[src/hw/rtl/sao45_pkg.sv]
package sao45_pkg;

  // Field widths of a request and of a result.
  localparam int ColW   = 6;
  localparam int PixW   = 8;
  localparam int EdgeW  = 3;
  localparam int OffW   = 8;
  localparam int SignW  = 2;
  localparam int PAddrW = 5;

  // Number of offset registers, one per edge class.
  localparam int NumOffsets = 5;

  // Queue between classification and filtering.
  localparam int FifoDepth = 4;
  localparam int FifoPtrW  = 2;
  localparam int FifoCntW  = 3;

  // Edge class is biased so that it never goes negative.
  localparam logic [EdgeW:0] EdgeBias = 4'd2;

  // Sign codes as stored in the sign line.
  localparam logic [SignW-1:0] SignNeg  = 2'b11;
  localparam logic [SignW-1:0] SignZero = 2'b00;
  localparam logic [SignW-1:0] SignPos  = 2'b01;
  localparam logic [SignW-1:0] SignMin  = 2'b10;

  // What the front end decided to do with a request.
  typedef enum logic [1:0] {
    KIND_PROC,
    KIND_LOAD,
    KIND_DROP
  } kind_e;

  // One queued pixel, classified but not yet offset.
  typedef struct packed {
    logic [ColW-1:0]  column;
    logic [PixW-1:0]  cur_pixel;
    logic [EdgeW-1:0] edge_class;
  } qent_t;

  // Queue status seen by both sides.
  typedef struct packed {
    logic                empty;
    logic [FifoCntW-1:0] count;
  } fifo_stat_t;

  // All offsets, entry i for edge class i.
  typedef logic [NumOffsets-1:0][OffW-1:0] offs_t;

endpackage

[src/hw/rtl/sao45_ram.sv]
module sao45_ram #(
  parameter int WIDTH = 2,
  parameter int DEPTH = 64
) (
  input  logic                     clk_i,
  input  logic                     we_i,
  input  logic [$clog2(DEPTH)-1:0] waddr_i,
  input  logic [WIDTH-1:0]         wdata_i,
  input  logic                     re_i,
  input  logic [$clog2(DEPTH)-1:0] raddr_i,
  output logic [WIDTH-1:0]         rdata_o
);

  logic [WIDTH-1:0] mem_q [DEPTH];
  logic [WIDTH-1:0] rdata_q;

  // One write port and one registered read port; a read in the same cycle as a
  // write to the same entry returns the old contents.
  always_ff @(posedge clk_i) begin
    if (we_i) begin
      mem_q[waddr_i] <= wdata_i;
    end
    if (re_i) begin
      rdata_q <= mem_q[raddr_i];
    end
  end

  assign rdata_o = rdata_q;

endmodule

[src/hw/rtl/sao45_front.sv]
module sao45_front #(
  parameter int ROW_WIDTH = 64
) (
  input  logic                           clk_i,
  input  logic                           rst_ni,
  input  logic                           in_valid_i,
  output logic                           in_stall_o,
  input  logic                           opcode_i,
  input  logic [sao45_pkg::ColW-1:0]     column_i,
  input  logic [sao45_pkg::PixW-1:0]     cur_pixel_i,
  input  logic [sao45_pkg::PixW-1:0]     below_pixel_i,
  input  logic [sao45_pkg::SignW-1:0]    sign_value_i,
  input  sao45_pkg::fifo_stat_t          fifo_stat_i,
  output logic                           push_o,
  output sao45_pkg::qent_t               push_data_o
);
  import sao45_pkg::*;

  localparam int IdxW = (ROW_WIDTH > 1) ? $clog2(ROW_WIDTH) : 1;
  localparam logic [IdxW-1:0] LastIdx = IdxW'(ROW_WIDTH - 1);

  logic              clr_busy_q, clr_busy_d;
  logic [IdxW-1:0]   clr_idx_q, clr_idx_d;

  logic              b_valid_q;
  kind_e             b_kind_q, kind_d;
  logic [ColW-1:0]   b_col_q;
  logic [PixW-1:0]   b_cur_q;
  logic [PixW-1:0]   b_below_q;
  logic [SignW-1:0]  b_sign_q, load_sign_d;
  logic              fwd_q, fwd_d;
  logic [SignW-1:0]  fwd_sign_q;

  logic              accept;
  logic [FifoCntW:0] pending;
  logic [IdxW-1:0]   col_idx;
  logic              col_in_range;

  logic [SignW-1:0]  ram_rdata;
  logic [SignW-1:0]  up_sign;
  logic [SignW-1:0]  sd;
  logic [SignW-1:0]  neg_sd;
  logic [EdgeW:0]    edge_sum;

  logic              b_we;
  logic [IdxW-1:0]   b_waddr;
  logic [SignW-1:0]  b_wdata;

  logic              ram_we;
  logic [IdxW-1:0]   ram_waddr;
  logic [SignW-1:0]  ram_wdata;

  // A request in stage B enters the queue next edge if it is a pixel to filter, so
  // every one is counted against the free space before a new request is taken.
  assign pending    = {1'b0, fifo_stat_i.count} + (FifoCntW + 1)'(b_valid_q);
  assign in_stall_o = clr_busy_q || (pending >= (FifoCntW + 1)'(FifoDepth));
  assign accept     = in_valid_i && !in_stall_o;

  // Classify the request as it arrives.
  assign col_idx      = IdxW'(column_i);
  assign col_in_range = int'(column_i) < ROW_WIDTH;
  assign load_sign_d  = (sign_value_i == SignMin) ? SignNeg : sign_value_i;

  always_comb begin
    if (!col_in_range) begin
      kind_d = KIND_DROP;
    end else if (opcode_i) begin
      kind_d = KIND_LOAD;
    end else if (column_i == '0) begin
      kind_d = KIND_DROP;
    end else begin
      kind_d = KIND_PROC;
    end
  end

  // Sign of the vertical difference and the resulting edge class.
  always_comb begin
    if (b_cur_q > b_below_q) begin
      sd = SignPos;
    end else if (b_cur_q < b_below_q) begin
      sd = SignNeg;
    end else begin
      sd = SignZero;
    end
  end

  assign neg_sd   = SignW'(~sd + SignW'(1));
  assign up_sign  = fwd_q ? fwd_sign_q : ram_rdata;
  assign edge_sum = {{(EdgeW + 1 - SignW){sd[SignW-1]}}, sd}
                  + {{(EdgeW + 1 - SignW){up_sign[SignW-1]}}, up_sign}
                  + EdgeBias;

  // Stage B writes the sign line: a load primes its own column, a pixel leaves
  // its negated sign for the column to its left.
  always_comb begin
    b_we    = 1'b0;
    b_waddr = IdxW'(b_col_q);
    b_wdata = b_sign_q;
    case (b_kind_q)
      KIND_LOAD: begin
        b_we    = b_valid_q;
        b_waddr = IdxW'(b_col_q);
        b_wdata = b_sign_q;
      end
      KIND_PROC: begin
        b_we    = b_valid_q;
        b_waddr = IdxW'(b_col_q - ColW'(1));
        b_wdata = neg_sd;
      end
      default: begin
        b_we = 1'b0;
      end
    endcase
  end

  // A write landing on the entry being read in the same cycle is forwarded.
  assign fwd_d = b_we && (b_waddr == col_idx);

  // The clearing pass owns the write port right after reset.
  assign ram_we    = clr_busy_q || b_we;
  assign ram_waddr = clr_busy_q ? clr_idx_q : b_waddr;
  assign ram_wdata = clr_busy_q ? SignZero : b_wdata;

  always_comb begin
    clr_busy_d = clr_busy_q;
    clr_idx_d  = clr_idx_q;
    if (clr_busy_q) begin
      clr_idx_d = clr_idx_q + IdxW'(1);
      if (clr_idx_q == LastIdx) begin
        clr_busy_d = 1'b0;
      end
    end
  end

  sao45_ram #(
    .WIDTH (SignW),
    .DEPTH (ROW_WIDTH)
  ) u_sign_ram (
    .clk_i   (clk_i),
    .we_i    (ram_we),
    .waddr_i (ram_waddr),
    .wdata_i (ram_wdata),
    .re_i    (accept),
    .raddr_i (col_idx),
    .rdata_o (ram_rdata)
  );

  // Control state.
  always_ff @(posedge clk_i or negedge rst_ni) begin
    if (!rst_ni) begin
      clr_busy_q <= 1'b1;
      clr_idx_q  <= '0;
      b_valid_q  <= 1'b0;
    end else begin
      clr_busy_q <= clr_busy_d;
      clr_idx_q  <= clr_idx_d;
      b_valid_q  <= accept;
    end
  end

  // Stage B payload.
  always_ff @(posedge clk_i) begin
    if (accept) begin
      b_kind_q   <= kind_d;
      b_col_q    <= column_i;
      b_cur_q    <= cur_pixel_i;
      b_below_q  <= below_pixel_i;
      b_sign_q   <= load_sign_d;
      fwd_q      <= fwd_d;
      fwd_sign_q <= b_wdata;
    end
  end

  // Hand filtered-class pixels to the queue.
  assign push_o                 = b_valid_q && (b_kind_q == KIND_PROC);
  assign push_data_o.column     = b_col_q;
  assign push_data_o.cur_pixel  = b_cur_q;
  assign push_data_o.edge_class = edge_sum[EdgeW-1:0];

endmodule

[src/hw/rtl/sao45_fifo.sv]
module sao45_fifo (
  input  logic                  clk_i,
  input  logic                  rst_ni,
  input  logic                  push_i,
  input  sao45_pkg::qent_t      push_data_i,
  input  logic                  pop_i,
  output sao45_pkg::qent_t      pop_data_o,
  output sao45_pkg::fifo_stat_t stat_o
);
  import sao45_pkg::*;

  qent_t               entry_q [FifoDepth];
  logic [FifoPtrW-1:0] wr_ptr_q, rd_ptr_q;
  logic [FifoCntW-1:0] cnt_q, cnt_d;

  // Occupancy follows pushes and pops; the writer never pushes when full.
  always_comb begin
    cnt_d = cnt_q;
    if (push_i && !pop_i) begin
      cnt_d = cnt_q + FifoCntW'(1);
    end else if (pop_i && !push_i) begin
      cnt_d = cnt_q - FifoCntW'(1);
    end
  end

  always_ff @(posedge clk_i or negedge rst_ni) begin
    if (!rst_ni) begin
      wr_ptr_q <= '0;
      rd_ptr_q <= '0;
      cnt_q    <= '0;
    end else begin
      if (push_i) begin
        wr_ptr_q <= wr_ptr_q + FifoPtrW'(1);
      end
      if (pop_i) begin
        rd_ptr_q <= rd_ptr_q + FifoPtrW'(1);
      end
      cnt_q <= cnt_d;
    end
  end

  // Entry storage.
  always_ff @(posedge clk_i) begin
    if (push_i) begin
      entry_q[wr_ptr_q] <= push_data_i;
    end
  end

  assign pop_data_o   = entry_q[rd_ptr_q];
  assign stat_o.empty = (cnt_q == '0);
  assign stat_o.count = cnt_q;

endmodule

[src/hw/rtl/sao45_back.sv]
module sao45_back (
  input  logic                        clk_i,
  input  logic                        rst_ni,
  input  sao45_pkg::offs_t            offsets_i,
  input  sao45_pkg::fifo_stat_t       fifo_stat_i,
  input  sao45_pkg::qent_t            pop_data_i,
  output logic                        pop_o,
  output logic                        out_valid_o,
  input  logic                        out_stall_i,
  output logic [sao45_pkg::ColW-1:0]  out_column_o,
  output logic [sao45_pkg::PixW-1:0]  out_pixel_o,
  output logic [sao45_pkg::EdgeW-1:0] edge_class_o
);
  import sao45_pkg::*;

  logic              out_valid_q;
  logic [ColW-1:0]   out_col_q;
  logic [PixW-1:0]   out_pix_q, pix_d;
  logic [EdgeW-1:0]  out_edge_q;
  logic [OffW-1:0]   offset;
  logic [PixW+1:0]   sum;

  // Take the next queued pixel when the output register is free or draining.
  assign pop_o = !fifo_stat_i.empty && (!out_valid_q || !out_stall_i);

  // Offset picked by edge class.
  always_comb begin
    case (pop_data_i.edge_class)
      3'd0:    offset = offsets_i[0];
      3'd1:    offset = offsets_i[1];
      3'd2:    offset = offsets_i[2];
      3'd3:    offset = offsets_i[3];
      default: offset = offsets_i[NumOffsets-1];
    endcase
  end

  // Add the signed offset and clip to the pixel range.
  assign sum = {2'b00, pop_data_i.cur_pixel} + {{2{offset[OffW-1]}}, offset};

  always_comb begin
    if (sum[PixW+1]) begin
      pix_d = '0;
    end else if (sum[PixW]) begin
      pix_d = '1;
    end else begin
      pix_d = sum[PixW-1:0];
    end
  end

  always_ff @(posedge clk_i or negedge rst_ni) begin
    if (!rst_ni) begin
      out_valid_q <= 1'b0;
    end else if (pop_o) begin
      out_valid_q <= 1'b1;
    end else if (!out_stall_i) begin
      out_valid_q <= 1'b0;
    end
  end

  // Result register.
  always_ff @(posedge clk_i) begin
    if (pop_o) begin
      out_col_q  <= pop_data_i.column;
      out_pix_q  <= pix_d;
      out_edge_q <= pop_data_i.edge_class;
    end
  end

  assign out_valid_o  = out_valid_q;
  assign out_column_o = out_col_q;
  assign out_pixel_o  = out_pix_q;
  assign edge_class_o = out_edge_q;

endmodule

[src/hw/rtl/sao_edge_offset_diag45.sv]
// Path: an accepted pixel request is registered in stage B, pushed into the
// queue and popped into the result register once that is free or draining.
// Throughput: one request per cycle while in_stall_o is low, set by the sign
// line being read at acceptance and written in the cycle after, with forwarding
// between the two. Reset clears the offsets to zero and then clears the sign
// line, one entry a cycle, with in_stall_o high until the pass is done.
module sao_edge_offset_diag45 #(
  parameter int ROW_WIDTH = 64
) (
  input  logic                         clk_i,
  input  logic                         rst_ni,
  input  logic                         in_valid_i,
  output logic                         in_stall_o,
  input  logic                         opcode_i,
  input  logic [sao45_pkg::ColW-1:0]   column_i,
  input  logic [sao45_pkg::PixW-1:0]   cur_pixel_i,
  input  logic [sao45_pkg::PixW-1:0]   below_pixel_i,
  input  logic [sao45_pkg::SignW-1:0]  sign_value_i,
  output logic                         out_valid_o,
  input  logic                         out_stall_i,
  output logic [sao45_pkg::ColW-1:0]   out_column_o,
  output logic [sao45_pkg::PixW-1:0]   out_pixel_o,
  output logic [sao45_pkg::EdgeW-1:0]  edge_class_o,
  input  logic                         psel,
  input  logic                         penable,
  input  logic                         pwrite,
  input  logic [sao45_pkg::PAddrW-1:0] paddr,
  input  logic [31:0]                  pwdata,
  output logic [31:0]                  prdata,
  output logic                         pready
);
  import sao45_pkg::*;

  offs_t            offs_q;
  logic             cfg_wr;
  logic [2:0]       cfg_idx;

  logic             push;
  qent_t            push_data;
  logic             pop;
  qent_t            pop_data;
  fifo_stat_t       fifo_stat;

  // Offset registers, one word each.
  assign pready  = 1'b1;
  assign cfg_wr  = psel && penable && pwrite;
  assign cfg_idx = paddr[PAddrW-1:2];

  always_ff @(posedge clk_i or negedge rst_ni) begin
    if (!rst_ni) begin
      offs_q <= '0;
    end else if (cfg_wr) begin
      for (int i = 0; i < NumOffsets; i++) begin
        if (cfg_idx == 3'(i)) begin
          offs_q[i] <= pwdata[OffW-1:0];
        end
      end
    end
  end

  // Read back the addressed offset; unused addresses read as zero.
  always_comb begin
    prdata = '0;
    for (int i = 0; i < NumOffsets; i++) begin
      if (cfg_idx == 3'(i)) begin
        prdata = {24'd0, offs_q[i]};
      end
    end
  end

  sao45_front #(
    .ROW_WIDTH (ROW_WIDTH)
  ) u_front (
    .clk_i         (clk_i),
    .rst_ni        (rst_ni),
    .in_valid_i    (in_valid_i),
    .in_stall_o    (in_stall_o),
    .opcode_i      (opcode_i),
    .column_i      (column_i),
    .cur_pixel_i   (cur_pixel_i),
    .below_pixel_i (below_pixel_i),
    .sign_value_i  (sign_value_i),
    .fifo_stat_i   (fifo_stat),
    .push_o        (push),
    .push_data_o   (push_data)
  );

  sao45_fifo u_fifo (
    .clk_i       (clk_i),
    .rst_ni      (rst_ni),
    .push_i      (push),
    .push_data_i (push_data),
    .pop_i       (pop),
    .pop_data_o  (pop_data),
    .stat_o      (fifo_stat)
  );

  sao45_back u_back (
    .clk_i        (clk_i),
    .rst_ni       (rst_ni),
    .offsets_i    (offs_q),
    .fifo_stat_i  (fifo_stat),
    .pop_data_i   (pop_data),
    .pop_o        (pop),
    .out_valid_o  (out_valid_o),
    .out_stall_i  (out_stall_i),
    .out_column_o (out_column_o),
    .out_pixel_o  (out_pixel_o),
    .edge_class_o (edge_class_o)
  );

endmodule

[config.mk]
export PLATFORM = sky130hd
export DESIGN_NAME = sao_edge_offset_diag45
export DESIGN_NICKNAME = d
export VERILOG_FILES = /design/src/hw/rtl/sao45_pkg.sv /design/src/hw/rtl/sao45_ram.sv /design/src/hw/rtl/sao45_front.sv /design/src/hw/rtl/sao45_fifo.sv /design/src/hw/rtl/sao45_back.sv /design/src/hw/rtl/sao_edge_offset_diag45.sv
export SDC_FILE = /design/constraint.sdc
export NUM_CORES = 1
export LEC_CHECK = 0
export ABC_AREA = 1
export BUFFER_PORTS_ARGS = -buffer_cell sky130_fd_sc_hd__buf_2
export CAP_MARGIN = 40
export CORE_MARGIN = 4
export CORE_UTILIZATION = 60
export DETAILED_ROUTE_END_ITERATION = 8
export GPL_TIMING_DRIVEN = 0
export HOLD_SLACK_MARGIN = 0.1
export PLACE_DENSITY = 0.8
export SETUP_SLACK_MARGIN = 0.02
export SLEW_MARGIN = 20
export SYNTH_ARGS = -nofsm -noshare
export SYNTH_HDL_FRONTEND = slang
export SYNTH_SLANG_ARGS = --single-unit
[constraint.sdc]
create_clock -name clk_i -period 4.2 [get_ports clk_i]
set_clock_uncertainty 0.15 [all_clocks]
set_input_delay 0 -clock clk_i [delete_from_list [all_inputs] [get_ports clk_i]]
set_output_delay 0 -clock clk_i [all_outputs]
set_load 0.005 [all_outputs]
==> reports/qor.txt, run 1 <==
Wire per inst - 21.1 um
Synth Area in Simple Gates - 0.149
Critical Path AT - 3980 ps
Status - finished clean
Initial DRC count - 1368
# fillers - 1398
CP Capture Type - register
Critical Path Start Type - register
Pins Over Slew Limit - 0
GP Congestion - 0.896
Adder-cell area share of the yosys netlist - 0.0280
Main combinational cell family by area after synthesis - simple AND/OR/NAND/NOR gates
Vias in the first global route - 10333
Top-area cell type share of the netlist area - 0.543
Post-route ant nets - 0
DP Area - 14500 um^2
Ant. Diodes - 0
CTS Sinks - 300
Slowest cell on the critical path - nor2_1
Total power - 9.44 mW
Min-Delay Path Class - in -> reg
Root buffer cell - clkbuf_16
Data required, critical path - 4360 ps
GRT Total Usage - 0.292
Commonest cells post-synth - edfxtp_1 (244), nor2_1 (199), nand2_1 (175)
DR DRC count - 0
Xor/xnor share of the synthesized area - 0.0122
R2r setup slk - 380 ps
Antenna violations before repair - 0
Mapped Cells - 1232
Slew @ Worst Pin - 824 ps
Std cell rows - 54
Mux share of post-synthesis cell area - 0.00250
Core area - 22000 um^2
Starting Density - 0.614
CP max FO - 10
Final-stage net count - 1530
Worst vdd ir - 0.000382 V
Largest cells by area after synthesis - edfxtp_1 (54%), dfrtp_1 (10%), nor2_1 (5.5%)
Max cap viols - 0
Asr flop ratio synth - 0.187
Largest net degree at the start of global routing - 56
Final HPWL from detailed placement - 22.2 mm
First-pass DRT Iterations - 5
Area growth, synth to finish - 19.4%
Design area - 16100 um^2
Synth Cell Area - 13500 um^2
CTS tree - yes
Number of synthesized flops with an enable pin - 244
Syn Area/Cell - 10.9 um^2
Netlist cell types - 52
GRT overflow - 0
Share of post-route cells with drive strength above 1 - 0.133
Die height - 158 um
Routed vias - 10421
Cell count after placement - 1612
Slowest stage delay, CP - 540 ps
Post-synthesis register bit count - 300
Pwr dens - 586 nW/um^2
Post-Route WL - 36.6 mm
CTS resizes - 0
Count of final setup violators - 0
Clock Latency Late Sink - 560 ps
RSZ-0062 raised after global routing - false
Worst-path clk slew - 60 ps
Final Cycle Share - 0.908
Top FF cell, synth - edfxtp_1
Die span in x - 158 um
Crit Path Category - reg -> reg
Fin crit period - 3820 ps
Number of failing hold endpoints at the final stage - 0
CP most frequent cell - nand2_1
Post-synthesis compound-gate area fraction - 0.106
Buffer depth of the longest clock path - 3
Routed vias/inst - 6.01
CTS buffer count - 30
Slew HR - 0.449
Die ar. - 24900 um^2
Synth Warn # - 0
Pleak - 6.32 nW
Seq/Total Area, Yosys - 0.647
Fmax - 262 MHz
Number of I/O port buffers - 69
CTS H-tree depth - 1
Yosys top cell by area - edfxtp_1
Non-filler cells in the finished layout - 1735
Worst path cell trace - buf_4 -> inv_2 -> nand2_1 -> nand3_1 -> nand2_2 -> inv_2 -> nor2_1 -> a21oi_1 -> a32oi_1 -> ha_1 -> nand2_1 -> nand2_1 -> nand2_1 -> nand3_1 -> nand2_1 -> nand3_1 -> nand2_1 -> nand2_1 -> inv_1 -> nand2_1 -> nand2_1 -> nand2_1 -> inv_1
Most common cell in the synthesized netlist - edfxtp_1
First-pass GRT wire length - 56.0 mm
IO Count - 121
## sequential cells by signal, summed over array words and instances (netlist names)
signal,cells
u_front.u_sign_ram.mem_q,128
u_fifo.entry_q,68
offs_q,40
u_back.out_pixel_o,8
u_front.b_below_q,8
u_front.b_cur_q,8
u_back.out_column_o,6
u_front.b_col_q,6
u_front.clr_idx_q,6
u_back.edge_class_o,3
u_fifo.cnt_q,3
u_fifo.rd_ptr_q,2
u_fifo.wr_ptr_q,2
u_front.b_kind_q,2
u_front.b_sign_q,2
u_front.fwd_sign_q,2
u_front.u_sign_ram.rdata_o,2
u_back.out_valid_o,1
u_front.b_valid_q,1
u_front.clr_busy_q,1
u_front.fwd_q,1
## kinds of logic (layout without fill, tap and decap cells)
kind of cell / Yosys count / after routing
compound gates: 244 / 244
xor+xnor: 18 / 18
fa+ha+maj: 29 / 29
buf+inv: 167 / 367
flops: 300 / 300
mux: 3 / 3
other cells: 2 / 25
simple gates: 469 / 469
## layout by cell type, fill, tap and decap left out, types with 11 or more instances in the layout
| cell | n |
|---|---|
| edfxtp_1 | 244 |
| nor2_1 | 193 |
| nand2_1 | 175 |
| o21ai_0 | 137 |
| inv_1 | 96 |
| buf_2 | 70 |
| dlygate4sd3_1 | 67 |
| nand3_1 | 55 |
| dfrtp_1 | 55 |
| clkbuf_1 | 47 |
| o22ai_1 | 31 |
| clkbuf_16 | 31 |
| buf_4 | 27 |
| ha_1 | 27 |
| conb_1 | 25 |
| a21oi_1 | 20 |
| o221ai_1 | 13 |
| xor2_1 | 11 |
## critical path: cells and delay by family (launching register included)
family | cells | cell delay, ps
simple gates | 15 | 1840
buf+inv | 5 | 520
compound gates | 2 | 540
fa+ha+maj | 1 | 220
flops | 1 | 320
## layer usage
| layer | vias to the layer above | share of wire | track usage |
|---|---|---|---|
| met1 | 4933 | 0.35 | 0.371 |
| li1 | 4663 | - | - |
| met4 | 0 | 0.046 | 0.129 |
| met2 | 683 | 0.50 | 0.502 |
| met5 | - | 0 | 0 |
| met3 | 142 | 0.10 | 0.0416 |
## timing repair
item                                   CTS  global route
hold buffers                            68             0
endpoints found under the hold margin  161             0
setup buffers                            0             0
## final timing paths
path,start,to,cells after the start
setup / recovery,u_fifo.rd_ptr_q[0],u_back.out_pixel_o[2],23
hold / removal,out_stall_i,u_back.out_valid_o,4
setup reg to reg,u_fifo.rd_ptr_q[0],u_back.out_pixel_o[2],23
hold reg to reg,u_front.clr_idx_q[5],u_front.clr_busy_q,1
max in group asynchronous,rst_ni,u_fifo.rd_ptr_q[0],4
min in group asynchronous,rst_ni,u_front.clr_busy_q,3
## final cells by class
| type | count | area [um^2] | share of cell area |
|---|---|---|---|
| clock inverters | 15 | 143 | 0.00886 |
| flip-flops and latches | 300 | 8730 | 0.542 |
| multi-input cells | 788 | 4150 | 0.258 |
| inverters | 100 | 378 | 0.0235 |
| plain buffers | 67 | 352 | 0.0218 |
| repair buffers | 145 | 1190 | 0.0741 |
| clock buffers | 40 | 810 | 0.0503 |
| well taps | 280 | 350 | 0.0217 |
## where the power goes
| group | leakage, nW | switching [mW] | internal [mW] |
|---|---|---|---|
| clock | 0.468 | 1.12 | 1.53 |
| sequential | 2.94 | 0.186 | 3.78 |
| combinational | 2.92 | 1.86 | 0.971 |
| total | 6.32 | 3.17 | 6.27 |
## per-stage QoR
step	hold slack (ps)	TNS [ps]	setup WS (ps)	util
after CTS	108	0	443	0.734
after floorplan	-446	0	520	-
final	131	0	384	0.734
after global placement	26.9	-175370	-1550	0.650
after detailed placement	-46.4	0	452	0.658
after global routing	141	0	200	0.734
Power figures use the tool's default switching activity.
==> inputs of run 2 (changes only) <==
CORE_MARGIN = 2   (was 4)
==> run 2 against run 1 <==
Final cell count rose by 0.12%. Flip-flop and latch count did not move. Combinational power rose by 3%. Critical endpoint is now u_back.out_pixel_o[7]. Sequential power barely moved. Final area rose by 0.52%. Critical path depth fell by 4.
==> reports/qor.txt, run 2 (same netlist as run 1, synthesis figures left out) <==
Wire per inst - 20.4 um (was 21.1 um)
Ant. Diodes - 0 (unchanged)
Number of I/O port buffers - 69 (unchanged)
R2r setup slk - 300 ps (was 380 ps)
Critical Path Start Type - register (unchanged)
Antenna violations before repair - 0 (unchanged)
Slew @ Worst Pin - 803 ps (was 824 ps)
CP Capture Type - register (unchanged)
DP Area - 14500 um^2 (about the same)
Min-Delay Path Class - in -> reg (unchanged)
GP Congestion - 0.964 (was 0.896)
Starting Density - 0.614 (unchanged)
Worst-path clk slew - 60 ps (about the same)
Design area - 16200 um^2 (was 16100 um^2)
Number of failing hold endpoints at the final stage - 0 (unchanged)
First-pass GRT wire length - 55.7 mm (was 56.0 mm)
Commonest cells after routing, fill and taps aside - edfxtp_1 (244), nor2_1 (192), nand2_1 (175) (was edfxtp_1 (244), nor2_1 (193), nand2_1 (175))
Fmax - 256 MHz (was 262 MHz)
Initial DRC count - 1271 (was 1368)
Std cell rows - 54 (unchanged)
Biggest regs - u_front.u_sign_ram.mem_q x128, u_fifo.entry_q x68, offs_q x40 (unchanged)
Root buffer cell - clkbuf_16 (unchanged)
Worst path cell trace - buf_4 -> inv_2 -> clkbuf_1 -> clkbuf_1 -> nor2_1 -> o22ai_1 -> ha_1 -> nand2_1 -> nand2_1 -> nand2_1 -> nand3_1 -> nand2_1 -> nand3_1 -> nand2_1 -> nand2_1 -> nand3_1 -> nand2_1 -> nand2_1 -> inv_1 (was buf_4 -> inv_2 -> nand2_1 -> nand3_1 -> nand2_2 -> inv_2 -> nor2_1 -> a21oi_1 -> a32oi_1 -> ha_1 -> nand2_1 -> nand2_1 -> nand2_1 -> nand3_1 -> nand2_1 -> nand3_1 -> nand2_1 -> nand2_1 -> inv_1 -> nand2_1 -> nand2_1 -> nand2_1 -> inv_1)
Place WS - 439 ps (was 452 ps)
Vias in the first global route - 10468 (was 10333)
CTS Sinks - 300 (unchanged)
GRT Total Usage - 0.304 (was 0.292)
Crit Path Category - reg -> reg (unchanged)
CP max FO - 10 (unchanged)
Pwr dens - 593 nW/um^2 (was 586 nW/um^2)
Largest net degree at the start of global routing - 56 (unchanged)
Share of post-route cells with drive strength above 1 - 0.138 (was 0.133)
# Post-CTS Setup Buffers - 0 (unchanged)
RSZ-0062 raised after global routing - false (unchanged)
Post-route ant nets - 0 (unchanged)
Critical Path AT - 4070 ps (was 3980 ps)
Pleak - 6.36 nW (was 6.32 nW)
Area growth, synth to finish - 20.0% (was 19.4%)
Final HPWL from detailed placement - 22.2 mm (about the same)
Data required, critical path - 4360 ps (about the same)
Post-Route WL - 35.4 mm (was 36.6 mm)
Routed vias/inst - 5.99 (was 6.01)
Routed vias - 10410 (was 10421)
Buffer depth of the longest clock path - 3 (unchanged)
Total power - 9.60 mW (was 9.44 mW)
Fin crit period - 3900 ps (was 3820 ps)
CP most frequent cell - nand2_1 (unchanged)
Count of final setup violators - 0 (unchanged)
Final-stage net count - 1532 (was 1530)
DR DRC count - 0 (unchanged)
Reg with most FFs - u_front.u_sign_ram.mem_q (unchanged)
IO Count - 121 (unchanged)
Clock Latency Late Sink - 560 ps (about the same)
Most common cell after layout, fill and taps aside - edfxtp_1 (unchanged)
Pins Over Slew Limit - 0 (unchanged)
CTS buffer count - 30 (unchanged)
Die span in x - 154 um (was 158 um)
Post-Route Setup TNS - 0 ps (unchanged)
Worst vdd ir - 0.000481 V (was 0.000382 V)
Die ar. - 23700 um^2 (was 24900 um^2)
Status - finished clean (unchanged)
Slowest cell on the critical path - clkbuf_1 (was nor2_1)
Slowest stage delay, CP - 470 ps (was 540 ps)
CTS tree - yes (unchanged)
Max cap viols - 0 (unchanged)
Post-route setup slack - 297 ps (was 384 ps)
CTS H-tree depth - 1 (unchanged)
Die height - 154 um (was 158 um)
Core area - 22000 um^2 (unchanged)
Final Cycle Share - 0.929 (was 0.908)
Critical path's top delay family - buffers and inverters (was simple AND/OR/NAND/NOR gates)
Slew HR - 0.464 (was 0.449)
GRT overflow - 0 (unchanged)
Largest register FFs - 128 (unchanged)
Crit path buffers/inverters - 5 (unchanged)
First-pass DRT Iterations - 5 (unchanged)
run 2: cell types whose count changed in the layout (fill, tap and decap cells not counted):
cell,delta
buf_12,-1
clkinvlp_4,+1
clkbuf_1,-4
clkbuf_4,+1
clkinv_1,-3
inv_4,+1
nor2_2,+1
inv_6,+1
clkbuf_8,+4
nor2_1,-1
buf_16,+1
dlygate4sd3_1,+2
clkinv_2,-1
run 2: cell type report:
cell class / instances / area [um^2]
plain buffers: 67 / 352
inverters: 100 / 378
fillers: 1402 / 5770
multi-input cells: 788 / 4160
flip-flops and latches: 300 / 8730
repair buffers: 147 / 1220
well taps: 280 / 350
clock inverters: 14 / 149
clock buffers: 41 / 857
run 2: worst min-delay path, stage by stage:
cell and delay [ps]:
dlygate4sd3_1 520, buf_2 90, nand2_1 90, nand2_1 90
run 2: path summary, 6_finish.rpt:
path | start | to | cells past startpoint
min in group asynchronous | rst_ni | u_front.clr_busy_q | 3
max in group asynchronous | rst_ni | offs_q[11] | 4
min reg2reg | u_front.clr_idx_q[5] | u_front.clr_busy_q | 1
min | out_stall_i | u_back.out_valid_o | 4
max | u_fifo.rd_ptr_q[0] | u_back.out_pixel_o[7] | 19
max reg2reg | u_fifo.rd_ptr_q[0] | u_back.out_pixel_o[7] | 19
run 2: metrics by stage:
step / hold slack (ps) / std cells / utilization
3_3_place_gp: 28.3 / 1604 / 0.650
3_5_place_dp: -49.8 / 1612 / 0.659
4_1_cts: 104 / 1737 / 0.737
6_report: 122 / 1737 / 0.737
5_1_grt: 128 / 1737 / 0.737
2_1_floorplan: -446 / 1255 / -
run 2: where the power goes:
group	switching [mW]	leakage (nW)	internal [mW]
registers	0.189	2.94	3.77
clock network	1.12	0.497	1.61
logic	1.92	2.92	0.988
total	3.23	6.36	6.37
run 2: routing by layer:
| layer | part of all wire | vias to the layer above | track usage |
|---|---|---|---|
| met3 | 0.084 | 159 | 0.0457 |
| li1 | - | 4660 | - |
| met2 | 0.49 | 594 | 0.515 |
| met5 | 0 | - | 0 |
| met1 | 0.37 | 4997 | 0.378 |
| met4 | 0.060 | 0 | 0.167 |
run 2: timing repair:
item	CTS	global route
hold endpoints to repair	161	0
resized for setup	0	1
hold buffers	70	0
endpoints found under the setup margin	0	8
